`src/design/trial_division_divisor_scan_top_defines.svh`:
```
// Assertion helpers shared by the design files.
`ifndef TRIAL_DIVISION_DIVISOR_SCAN_TOP_DEFINES_SVH
`define TRIAL_DIVISION_DIVISOR_SCAN_TOP_DEFINES_SVH

`ifndef SYNTHESIS
// Property must hold at every clock edge outside reset.
`define TDS_ASSERT(lbl, clk, rst, prop) \
   lbl: assert property (@(posedge clk) disable iff (rst) (prop)) \
      else $error("tds assertion failed");
// Antecedent in this cycle implies consequent in this cycle.
`define TDS_ASSERT_IMP(lbl, clk, rst, ante, cons) \
   lbl: assert property (@(posedge clk) disable iff (rst) (ante) |-> (cons)) \
      else $error("tds assertion failed");
// Antecedent in this cycle implies consequent in the next cycle.
`define TDS_ASSERT_NEXT(lbl, clk, rst, ante, cons) \
   lbl: assert property (@(posedge clk) disable iff (rst) (ante) |=> (cons)) \
      else $error("tds assertion failed");
`else
`define TDS_ASSERT(lbl, clk, rst, prop)
`define TDS_ASSERT_IMP(lbl, clk, rst, ante, cons)
`define TDS_ASSERT_NEXT(lbl, clk, rst, ante, cons)
`endif

`endif

```
`src/design/tds_pkg.sv`:
```
package tds_pkg;

   localparam int unsigned DATA_W       = 64;
   localparam int unsigned DIV_CNT_W    = $clog2(DATA_W);
   localparam int unsigned MAX_SPAN_DEF = 64;

   typedef struct packed {
      logic [DATA_W-1:0] range_first;
      logic [DATA_W-1:0] range_last;
   } req_type;

   typedef struct packed {
      logic [DATA_W-1:0] divisor;
      logic [DATA_W-1:0] cofactor;
      logic              pair_valid;
      logic              span_error;
      logic              last_of_run;
   } rsp_type;

   // divider status back to the sequencer
   typedef struct packed {
      logic              busy;
      logic              done;
      logic              exact;
      logic [DATA_W-1:0] quotient;
   } div_res_type;

endpackage

```
`src/design/tds_divider.sv`:
```
`include "trial_division_divisor_scan_top_defines.svh"

module tds_divider (
   input  logic                         clock,
   input  logic                         reset,
   input  logic                         start,
   input  logic [tds_pkg::DATA_W-1:0]   dividend,
   input  logic [tds_pkg::DATA_W-1:0]   divisor,
   output tds_pkg::div_res_type         res
);
   import tds_pkg::*;

   // restoring divider, one quotient bit per cycle
   logic                 busy_ff, busy_in;
   logic                 done_ff, done_in;
   logic [DIV_CNT_W-1:0] cnt_ff, cnt_in;
   logic [DATA_W-1:0]    rem_ff, rem_in;
   logic [DATA_W-1:0]    quo_ff, quo_in;
   logic [DATA_W-1:0]    den_ff, den_in;
   logic [DATA_W:0]      shifted;
   logic [DATA_W+1:0]    diff;

   always_comb begin
      shifted = {rem_ff, quo_ff[DATA_W-1]};
      diff    = {1'b0, shifted} - {2'b00, den_ff};
      busy_in = busy_ff;
      done_in = 1'b0;
      cnt_in  = cnt_ff;
      rem_in  = rem_ff;
      quo_in  = quo_ff;
      den_in  = den_ff;
      if (start) begin
         busy_in = 1'b1;
         cnt_in  = '0;
         rem_in  = '0;
         quo_in  = dividend;
         den_in  = divisor;
      end else if (busy_ff) begin
         if (!diff[DATA_W+1]) begin
            rem_in = diff[DATA_W-1:0];
            quo_in = {quo_ff[DATA_W-2:0], 1'b1};
         end else begin
            rem_in = shifted[DATA_W-1:0];
            quo_in = {quo_ff[DATA_W-2:0], 1'b0};
         end
         cnt_in = cnt_ff + 1'b1;
         if (cnt_ff == DIV_CNT_W'(DATA_W - 1)) begin
            busy_in = 1'b0;
            done_in = 1'b1;
         end
      end
   end

   always_ff @(posedge clock) begin
      if (reset) begin
         busy_ff <= 1'b0;
         done_ff <= 1'b0;
      end else begin
         busy_ff <= busy_in;
         done_ff <= done_in;
      end
   end

   always_ff @(posedge clock) begin
      cnt_ff <= cnt_in;
      rem_ff <= rem_in;
      quo_ff <= quo_in;
      den_ff <= den_in;
   end

   always_comb begin
      res.busy     = busy_ff;
      res.done     = done_ff;
      res.exact    = (rem_ff == '0);
      res.quotient = quo_ff;
   end

   `TDS_ASSERT_IMP(a_start_idle, clock, reset, start, !busy_ff)
   `TDS_ASSERT_IMP(a_done_idle, clock, reset, done_ff, !busy_ff)
   `TDS_ASSERT_NEXT(a_done_pulse, clock, reset, done_ff, !done_ff)

endmodule

```
`src/design/trial_division_divisor_scan_top.sv`:
```
// Trial-division divisor scan.
// Target number is loaded through csr_we / csr_wdata and applies to every
// range until rewritten; write it only while busy is low.
// A request (range_first .. range_last, inclusive) is taken on a clock edge
// with start high and busy low. busy stays high until the last response has
// been issued.
// Responses appear on rsp_data for one cycle each with rsp_valid high, in
// rising divisor order; the final one carries last_of_run. A range with no
// divisor gives one response with pair_valid low; a reversed range or one
// wider than MaxSpan gives one response with span_error set.
// Sequence: a range check, then per nonzero candidate a launch, a wait on
// the 64-step bit-serial divider and a collect; candidate zero is skipped
// without a division. Each response is registered. A rejected range is
// answered from the range check.
// A found pair is held back one step so the last one can be marked.
// The receiver cannot stall; each response is valid for exactly one cycle.
// Reset (synchronous) clears the target to zero and aborts any scan in
// flight without a response.
`include "trial_division_divisor_scan_top_defines.svh"

module trial_division_divisor_scan_top #(
   parameter int unsigned MaxSpan = tds_pkg::MAX_SPAN_DEF
) (
   input  logic                        clock,
   input  logic                        reset,
   input  logic                        start,
   output logic                        busy,
   input  tds_pkg::req_type            req_data,
   output logic                        rsp_valid,
   output tds_pkg::rsp_type            rsp_data,
   input  logic                        csr_we,
   input  logic [tds_pkg::DATA_W-1:0]  csr_wdata
);
   import tds_pkg::*;

   localparam int unsigned SpanW = $clog2(MaxSpan + 1);

   // sequencer states
   localparam logic [2:0] S_IDLE   = 3'd0;
   localparam logic [2:0] S_CHECK  = 3'd1;
   localparam logic [2:0] S_LAUNCH = 3'd2;
   localparam logic [2:0] S_WAIT   = 3'd3;
   localparam logic [2:0] S_NEXT   = 3'd4;

   logic [2:0]        state_ff, state_in;
   logic [DATA_W-1:0] target_ff, target_in;
   logic [DATA_W-1:0] first_ff, first_in;
   logic [DATA_W-1:0] last_ff, last_in;
   logic [DATA_W-1:0] cand_ff, cand_in;
   logic [SpanW-1:0]  left_ff, left_in;
   logic              pend_valid_ff, pend_valid_in;
   logic [DATA_W-1:0] pend_div_ff, pend_div_in;
   logic [DATA_W-1:0] pend_cof_ff, pend_cof_in;
   logic              rsp_valid_ff, rsp_valid_in;
   rsp_type           rsp_ff, rsp_in;

   logic [DATA_W:0]   extent;
   logic              span_bad;
   logic              div_start;
   div_res_type       div_res;

   // range check: borrow flags a reversed range, extent = candidates - 1
   always_comb begin
      extent   = {1'b0, last_ff} - {1'b0, first_ff};
      span_bad = extent[DATA_W]
              || (extent[DATA_W-1:SpanW] != '0)
              || (extent[SpanW-1:0] >= SpanW'(MaxSpan));
   end

   assign div_start = (state_ff == S_LAUNCH) && (cand_ff != '0);

   tds_divider u_div (
      .clock    (clock),
      .reset    (reset),
      .start    (div_start),
      .dividend (target_ff),
      .divisor  (cand_ff),
      .res      (div_res)
   );

   always_comb begin
      state_in      = state_ff;
      target_in     = csr_we ? csr_wdata : target_ff;
      first_in      = first_ff;
      last_in       = last_ff;
      cand_in       = cand_ff;
      left_in       = left_ff;
      pend_valid_in = pend_valid_ff;
      pend_div_in   = pend_div_ff;
      pend_cof_in   = pend_cof_ff;
      rsp_valid_in  = 1'b0;
      rsp_in        = rsp_ff;

      unique case (state_ff)
         S_IDLE: begin
            if (start) begin
               first_in = req_data.range_first;
               last_in  = req_data.range_last;
               state_in = S_CHECK;
            end
         end
         S_CHECK: begin
            pend_valid_in = 1'b0;
            cand_in       = first_ff;
            left_in       = extent[SpanW-1:0];
            if (span_bad) begin
               rsp_valid_in       = 1'b1;
               rsp_in.divisor     = '0;
               rsp_in.cofactor    = '0;
               rsp_in.pair_valid  = 1'b0;
               rsp_in.span_error  = 1'b1;
               rsp_in.last_of_run = 1'b1;
               state_in           = S_IDLE;
            end else begin
               state_in = S_LAUNCH;
            end
         end
         S_LAUNCH: begin
            // candidate zero is skipped
            state_in = (cand_ff == '0) ? S_NEXT : S_WAIT;
         end
         S_WAIT: begin
            if (div_res.done) begin
               if (div_res.exact) begin
                  // release the previous pair, keep this one back
                  if (pend_valid_ff) begin
                     rsp_valid_in       = 1'b1;
                     rsp_in.divisor     = pend_div_ff;
                     rsp_in.cofactor    = pend_cof_ff;
                     rsp_in.pair_valid  = 1'b1;
                     rsp_in.span_error  = 1'b0;
                     rsp_in.last_of_run = 1'b0;
                  end
                  pend_valid_in = 1'b1;
                  pend_div_in   = cand_ff;
                  pend_cof_in   = div_res.quotient;
               end
               state_in = S_NEXT;
            end
         end
         S_NEXT: begin
            if (left_ff == '0) begin
               rsp_valid_in       = 1'b1;
               rsp_in.divisor     = pend_valid_ff ? pend_div_ff : '0;
               rsp_in.cofactor    = pend_valid_ff ? pend_cof_ff : '0;
               rsp_in.pair_valid  = pend_valid_ff;
               rsp_in.span_error  = 1'b0;
               rsp_in.last_of_run = 1'b1;
               pend_valid_in      = 1'b0;
               state_in           = S_IDLE;
            end else begin
               cand_in  = cand_ff + 1'b1;
               left_in  = left_ff - 1'b1;
               state_in = S_LAUNCH;
            end
         end
         default: begin
            state_in = S_IDLE;
         end
      endcase
   end

   always_ff @(posedge clock) begin
      if (reset) begin
         state_ff      <= S_IDLE;
         target_ff     <= '0;
         pend_valid_ff <= 1'b0;
         rsp_valid_ff  <= 1'b0;
      end else begin
         state_ff      <= state_in;
         target_ff     <= target_in;
         pend_valid_ff <= pend_valid_in;
         rsp_valid_ff  <= rsp_valid_in;
      end
   end

   always_ff @(posedge clock) begin
      first_ff    <= first_in;
      last_ff     <= last_in;
      cand_ff     <= cand_in;
      left_ff     <= left_in;
      pend_div_ff <= pend_div_in;
      pend_cof_ff <= pend_cof_in;
      rsp_ff      <= rsp_in;
   end

   assign busy      = (state_ff != S_IDLE);
   assign rsp_valid = rsp_valid_ff;
   assign rsp_data  = rsp_ff;

   // rejected range: single closing response, never a pair
   `TDS_ASSERT_IMP(a_err_closes, clock, reset, rsp_valid_ff && rsp_ff.span_error, !rsp_ff.pair_valid && rsp_ff.last_of_run)
   // a response without a pair always ends the run
   `TDS_ASSERT_IMP(a_nopair_last, clock, reset, rsp_valid_ff && !rsp_ff.pair_valid, rsp_ff.last_of_run)
   // divisor zero is never reported
   `TDS_ASSERT_IMP(a_pair_nonzero, clock, reset, rsp_valid_ff && rsp_ff.pair_valid, rsp_ff.divisor != '0)
   // a division is only launched on an idle divider
   `TDS_ASSERT_IMP(a_launch_idle, clock, reset, div_start, !div_res.busy)

endmodule

```
`config.mk`:
```
export PLATFORM = sky130hd
export DESIGN_NAME = trial_division_divisor_scan_top
export DESIGN_NICKNAME = d
export VERILOG_FILES = /design/src/design/tds_pkg.sv /design/src/design/tds_divider.sv /design/src/design/trial_division_divisor_scan_top.sv
export VERILOG_INCLUDE_DIRS = /design/src /design/src/design
export SDC_FILE = /design/constraint.sdc
export NUM_CORES = 1
export LEC_CHECK = 0
export BUFFER_PORTS_ARGS = -buffer_cell sky130_fd_sc_hd__buf_2
export CAP_MARGIN = 20
export CORE_MARGIN = 3
export CORE_UTILIZATION = 60
export CTS_BUF_LIST = sky130_fd_sc_hd__clkbuf_4
export CTS_CLUSTER_DIAMETER = 30
export DETAILED_ROUTE_END_ITERATION = 8
export GPL_TIMING_DRIVEN = 0
export HOLD_SLACK_MARGIN = 0.12
export PLACE_DENSITY = 0.83
export SYNTH_ARGS = -nofsm -noshare
export SYNTH_HDL_FRONTEND = slang
export SYNTH_SLANG_ARGS = --single-unit
```
`constraint.sdc`:
```
create_clock -name clock -period 12.5 [get_ports clock]
set_input_delay 2.5 -clock clock [delete_from_list [all_inputs] [get_ports clock]]
set_output_delay 2.5 -clock clock [all_outputs]
set_load 0.05 [all_outputs]
```
# ---- Word-level counts from Yosys, hierarchy flattened
# Index checks and enable logic that the tools add are counted.
dict set report classes {
  reduce_logical 20
  bitwise_logic 1
  order_cmp 1
  n_eq_ne 12
  n_addsub 5
  muxes 36
}
# operator n
set ops {}
lappend ops {{$mux W131} 5}
lappend ops {{$pmux W131 S3} 1}
lappend ops {{$mux W64} 6}
lappend ops {{$logic_not A64 Y1} 2}
lappend ops {{$pmux W64 S2} 1}
lappend ops {{$sub A65 B64 Y66} 1}
lappend ops {{$sub A64 B64 Y65} 1}
lappend ops {{$add A64 B1 Y64 const B} 1}
lappend ops {{$reduce_bool A64 Y1} 1}
lappend ops {{$reduce_bool A57 Y1} 1}
lappend ops {{$pmux W3 S5} 1}
lappend ops {{$pmux W7 S2} 1}
lappend ops {{$mux W1} 13}
lappend ops {{$ne A2 B2 Y1 const B} 6}
lappend ops {{$mux W3} 3}
lappend ops {{$ge A7 B7 Y1 const B} 1}
lappend ops {{$logic_not A7 Y1} 1}
lappend ops {{$mux W7} 1}
lappend ops {{$sub A7 B1 Y7 const B} 1}
lappend ops {{$add A6 B1 Y6 const B} 1}
lappend ops {{$eq A3 B2 Y1 const B} 2}
lappend ops {{$eq A6 B6 Y1 const B} 1}
lappend ops {{$pmux W1 S3} 2}
lappend ops {{$reduce_and A2 Y1} 3}
lappend ops {{other kinds (14)} 18}
dict set report totals {
  elab_cells 96
  in_bits 196
  ff_bits 727
  out_inout_bits 133
}

# ---- Depth between registers and ports, before layout
dict set report logic_depth {
  word_depth 6
  ltp_mapped 16
}

# ---- By module
# A second synthesis with hierarchy kept.
dict set report hier_totals {
  hier_cells 3245
  hier_area_um2 36058.3
}
# mod cells_per_inst instances area_each_um2
set modules_own_cells {}
lappend modules_own_cells {trial_division_divisor_scan_top 2035 1 24153.2}
lappend modules_own_cells {tds_divider 1210 1 11905.2}

# ---- Worst setup path after synthesis
# No wires, ideal clock.
dict set report synth_path {
  kind {reg2reg}
  from {register first_ff[25]}
  to {register rsp_ff, in the netlist rsp_data[0], enable pin}
  path_slack_ns 3.411
  n_path_buf 1
  stages_incl_launch_ff 16
  arrival_ns 8.464
  setup_ns 0.625
  synth_period_minus_slack_ns 9.089
  required_ns 11.875
  path_cell_list {edfxtp_1 -> inv_1 -> ha_1 -> clkbuf_1 -> nand4_1 -> nor3_1 -> a22oi_1 -> a2111oi_2 -> nor2_1 -> a21o_1 -> a211oi_1 -> mux2i_1 -> a21oi_1 -> nand4_1 -> nor2_1 -> nor2_1}
}
dict set report synth_between {
  elab_chain_len 6
}
# item line
set synth_rtl {}
lappend synth_rtl {{start: declaration} trial_division_divisor_scan_top.sv:47} ;# logic [DATA_W-1:0] first_ff, first_in;
lappend synth_rtl {{start signal: assignment} trial_division_divisor_scan_top.sv:178} ;# first_ff <= first_in;
lappend synth_rtl {{$sub A64 B64 Y65 *} trial_division_divisor_scan_top.sv:64} ;# extent = {1'b0, last_ff} - {1'b0, first_ff};
lappend synth_rtl {{$reduce_bool A57 Y1} trial_division_divisor_scan_top.sv:66} ;# || (extent[DATA_W-1:SpanW] != '0)
lappend synth_rtl {{$logic_or A1 B1 Y1 *} trial_division_divisor_scan_top.sv:66}
lappend synth_rtl {{$logic_or A1 B1 Y1 *} trial_division_divisor_scan_top.sv:67} ;# || (extent[SpanW-1:0] >= SpanW'(MaxSpan));
lappend synth_rtl {{$ne A2 B2 Y1 (no source line) *} n/a}
lappend synth_rtl {{$reduce_and A6 Y1 (no source line) *} n/a}
lappend synth_rtl {{end signal: assignment} trial_division_divisor_scan_top.sv:184} ;# rsp_ff <= rsp_in;
lappend synth_rtl {{end: declaration} trial_division_divisor_scan_top.sv:55} ;# rsp_type rsp_ff, rsp_in;
# Mark *: on every way between the ends. The rest lies on a longest branch, timed or not.
# A chain may end at the register's enable or synchronous reset.

# ---- Final worst setup path
dict set report layout_path {
  from {register first_ff[38]}
  to {register rsp_ff, in the netlist rsp_data[62], enable pin}
}
# The elaborated chain is that of the path after synthesis.

==> flow_metrics.tcl <==
set metrics [dict create \
    outcome "complete, no violations" \
    drive_above_1_share_pct 19.7 \
    criticalPathCategory "flip-flop to flip-flop" \
    cts_tree "yes" \
    final-hold-violation-count 0 \
    critPathCaptureType "flip-flop" \
    worst_pin_slew_ns 1.01 \
    clockPowerShare_pct 34.4 \
    postCtsHoldBufs 0 \
    maxSlewHeadroom_pct 32.0 \
    die_h_um 250 \
    cts.sinks 727 \
    synth_largest_area_cell "edfxtp_1" \
    viasPerCell 5.99 \
    synth_area_leaders "edfxtp_1 (49%), dfxtp_1 (7.9%), ha_1 (4.6%), nand2_1 (3.3%), nor2_1 (2.7%)" \
    cts_resized 0 \
    ios 329 \
    core_area_sq_um 58200 \
    fmax_mhz 171 \
    synth_edf_count 586 \
    switchingPower_mw 1.84 \
    avgSynthCellArea_sq_um 11.2 \
    vias 27800 \
    ys_seq_area_share_pct 57.2 \
    hpwlAfterDp_um 71800 \
    crit_arrival_ns 6.60 \
    intPower_mw 4.28 \
    finalSetupViolCount 0 \
    finalWorstSetupSlack_ns 6.64 \
    dpl_worst_slack_ns 6.68 \
    syn_nets 3524 \
    async_flop_share_pct 0 \
    worstSkewPairLatency_ns 1.07 \
    drc 0 \
    grt_pass1_wl_um 147000 \
    grt_max_degree 89 \
    nets 4042 \
    ctsHtreeMaxLevel 4 \
    grt-ovfl-total 0 \
    ys_ff_latch 727 \
    first_pass_iters 6 \
    cts_made_buffers 179 \
    ys.flop_type "edfxtp_1" \
    fin_crit_ns 5.86 \
    antenna_found_initial 7 \
    min_path_type "flip-flop to flip-flop" \
    placedCellCount 4295 \
    synth_area_sq_um 35700 \
    die_w_um 250 \
    drtIter0Drc 2897 \
    ys_types 80 \
    track_usage_pct 30.3 \
    postCtsSetupBuffers 0 \
    skew_ns 0.0738 \
    gp_congestion 1.01 \
    synth_common_cells "edfxtp_1 (586), nand2_1 (313), nor2_1 (255)" \
    routedWlPerCell_um 20.9 \
    finalNonFillerCells 4634 \
    cp_max_fo 31 \
    areaGrowthSynthToFinish_pct 15.0 \
    critPathLaunchType "flip-flop" \
    synth_warnings 0 \
    seqPwrFrac_pct 47.0 \
    p_per_area_nw_per_um2 149 \
    clockBufferDepth 3 \
    synth_top_area_share_pct 49.3 \
    start_util_pct 61.3 \
    drv_slew 0 \
    port_buffers 326 \
    maxCapViolCount 0 \
    rsz0062_at_grt "no" \
    p_sw_share_pct 30.1 \
    grt_pass1_vias 26800 \
    pwr-share-comb_pct 18.6 \
    worstPathRequired_ns 13.24 \
    dieArea_sq_um 62400 \
    std_cell_rows 88 \
    worst_ir_drop_vdd_mv 0.129 \
    ant_nets 0 \
    syn_inst 3194 \
    path_clk_slew_ns 0.07 \
    period_share_pct 46.9 \
    totalWireLength_um 97100 \
    cts-root-buf "clkbuf_4" \
    total_leakage_power_nw 16.5 \
    utilization_pct 70.5 \
    yosysMostFrequentCell "edfxtp_1" \
]
power groups by stage:
stage | Combinational (mW) | Clock, mW | Sequential [mW]
2_1_floorplan | 0.761 | 0 | 2.94
3_3_place_gp | 1.08 | 0 | 2.93
3_5_place_dp | 1.11 | 0 | 2.92
4_1_cts | 1.12 | 2.14 | 2.87
5_1_grt | 1.25 | 2.26 | 2.89
6_report | 1.14 | 2.10 | 2.88
registers in the layout (all words and copies together) (netlist names), 3 cells and up:
name          count
u_div.quo_ff     64
last_ff          64
u_div.den_ff     64
pend_div_ff      64
u_div.rem_ff     64
pend_cof_ff      64
cand_ff          64
rsp_data        131
first_ff         64
state_ff          3
left_ff           7
target_ff        64
u_div.cnt_ff      6
cells by family after synthesis:
| group | share of synthesized area [%] |
|---|---|
| AOI/OAI and AO/OA | 12.0 |
| xor gates and xnor gates | 3.83 |
| adders and majority gates | 4.74 |
| buffers and inverters | 3.32 |
| DFF | 57.2 |
| muxes | 4.42 |
| and+or+nand+nor | 14.4 |
worst paths after layout:
check | cells after the start | end | start | slack (ns)
worst min register to register | 0 | pend_cof_ff[17]$_DFFE_PP_ | u_div.quo_ff[17]$_DFFE_PP_ | 0.41
worst max register to register | 17 | rsp_data[62]$_DFFE_PP_ | first_ff[38]$_DFFE_PP_ | 6.64
worst max-delay path | 17 | rsp_data[62]$_DFFE_PP_ | first_ff[38]$_DFFE_PP_ | 6.64
worst min-delay path | 0 | pend_cof_ff[17]$_DFFE_PP_ | u_div.quo_ff[17]$_DFFE_PP_ | 0.41
routing by layer:
metal	routed length (um)	up-vias	track usage, %
met1	38200	13200	39.4
met5	11	-	0
met2	45300	1445	48.0
met4	4680	2	15.5
met3	8860	274	6.67
li1	-	12900	-
critical path, stage by stage (launching register included):
cell and delay [ns]:
edfxtp_1 0.49, inv_1 0.07, ha_1 0.45, nand2_1 0.21
nor4_1 0.84, nand3_1 0.33, a2111oi_2 0.71, nor2_1 0.15
a21o_1 0.28, a211oi_1 0.28, mux2i_1 0.22, a21oi_1 0.08
nand4_1 0.21, nor2_1 0.13, nor2_4 0.31, buf_12 0.27
buf_12 0.25, buf_12 0.23
area by class of cell:
cell class	instances	area (sq um)
Sequential cell	727	20400
Fill cell	4055	17200
Multi-Input combinational cell	2160	14100
Clock buffer	272	2040
Timing Repair Buffer	337	1860
Tap cell	765	957
Inverter	168	636
Buffer	139	557
Clock inverter	53	430
Antenna cell	13	32.5
layout by cell type, fill, tap and decap left out, types with 65 or more instances in the layout:
cell      netlist  routed
o21ai_0       168     168
xnor2_1        65      65
inv_1         168     167
nand2_1       313     313
mux2_2         68      68
dfxtp_1       141     141
buf_2          15     343
a21oi_1       170     169
ha_1          132     132
and2_1        141     140
mux2i_1        81      81
edfxtp_1      586     586
nor2_1        255     254
a21o_1         65      65
xor2_1         91      91
clkbuf_4        0     272
nand3_1        66      66
clkbuf_1      111     111
metrics by stage:
step                      hold WS (ns)  total power [mW]  setup TNS (ns)  area (sq um)
after floorplan                  0.422              3.71               0         35700
after global placement           0.426              4.02          -92.13         38300
after detailed placement         0.430              4.03               0         38500
after CTS                        0.409              6.13               0         41000
after global routing             0.445              6.40               0         41000
final                            0.407              6.12               0         41000
Note: power is estimated with default switching activity, not from simulation.
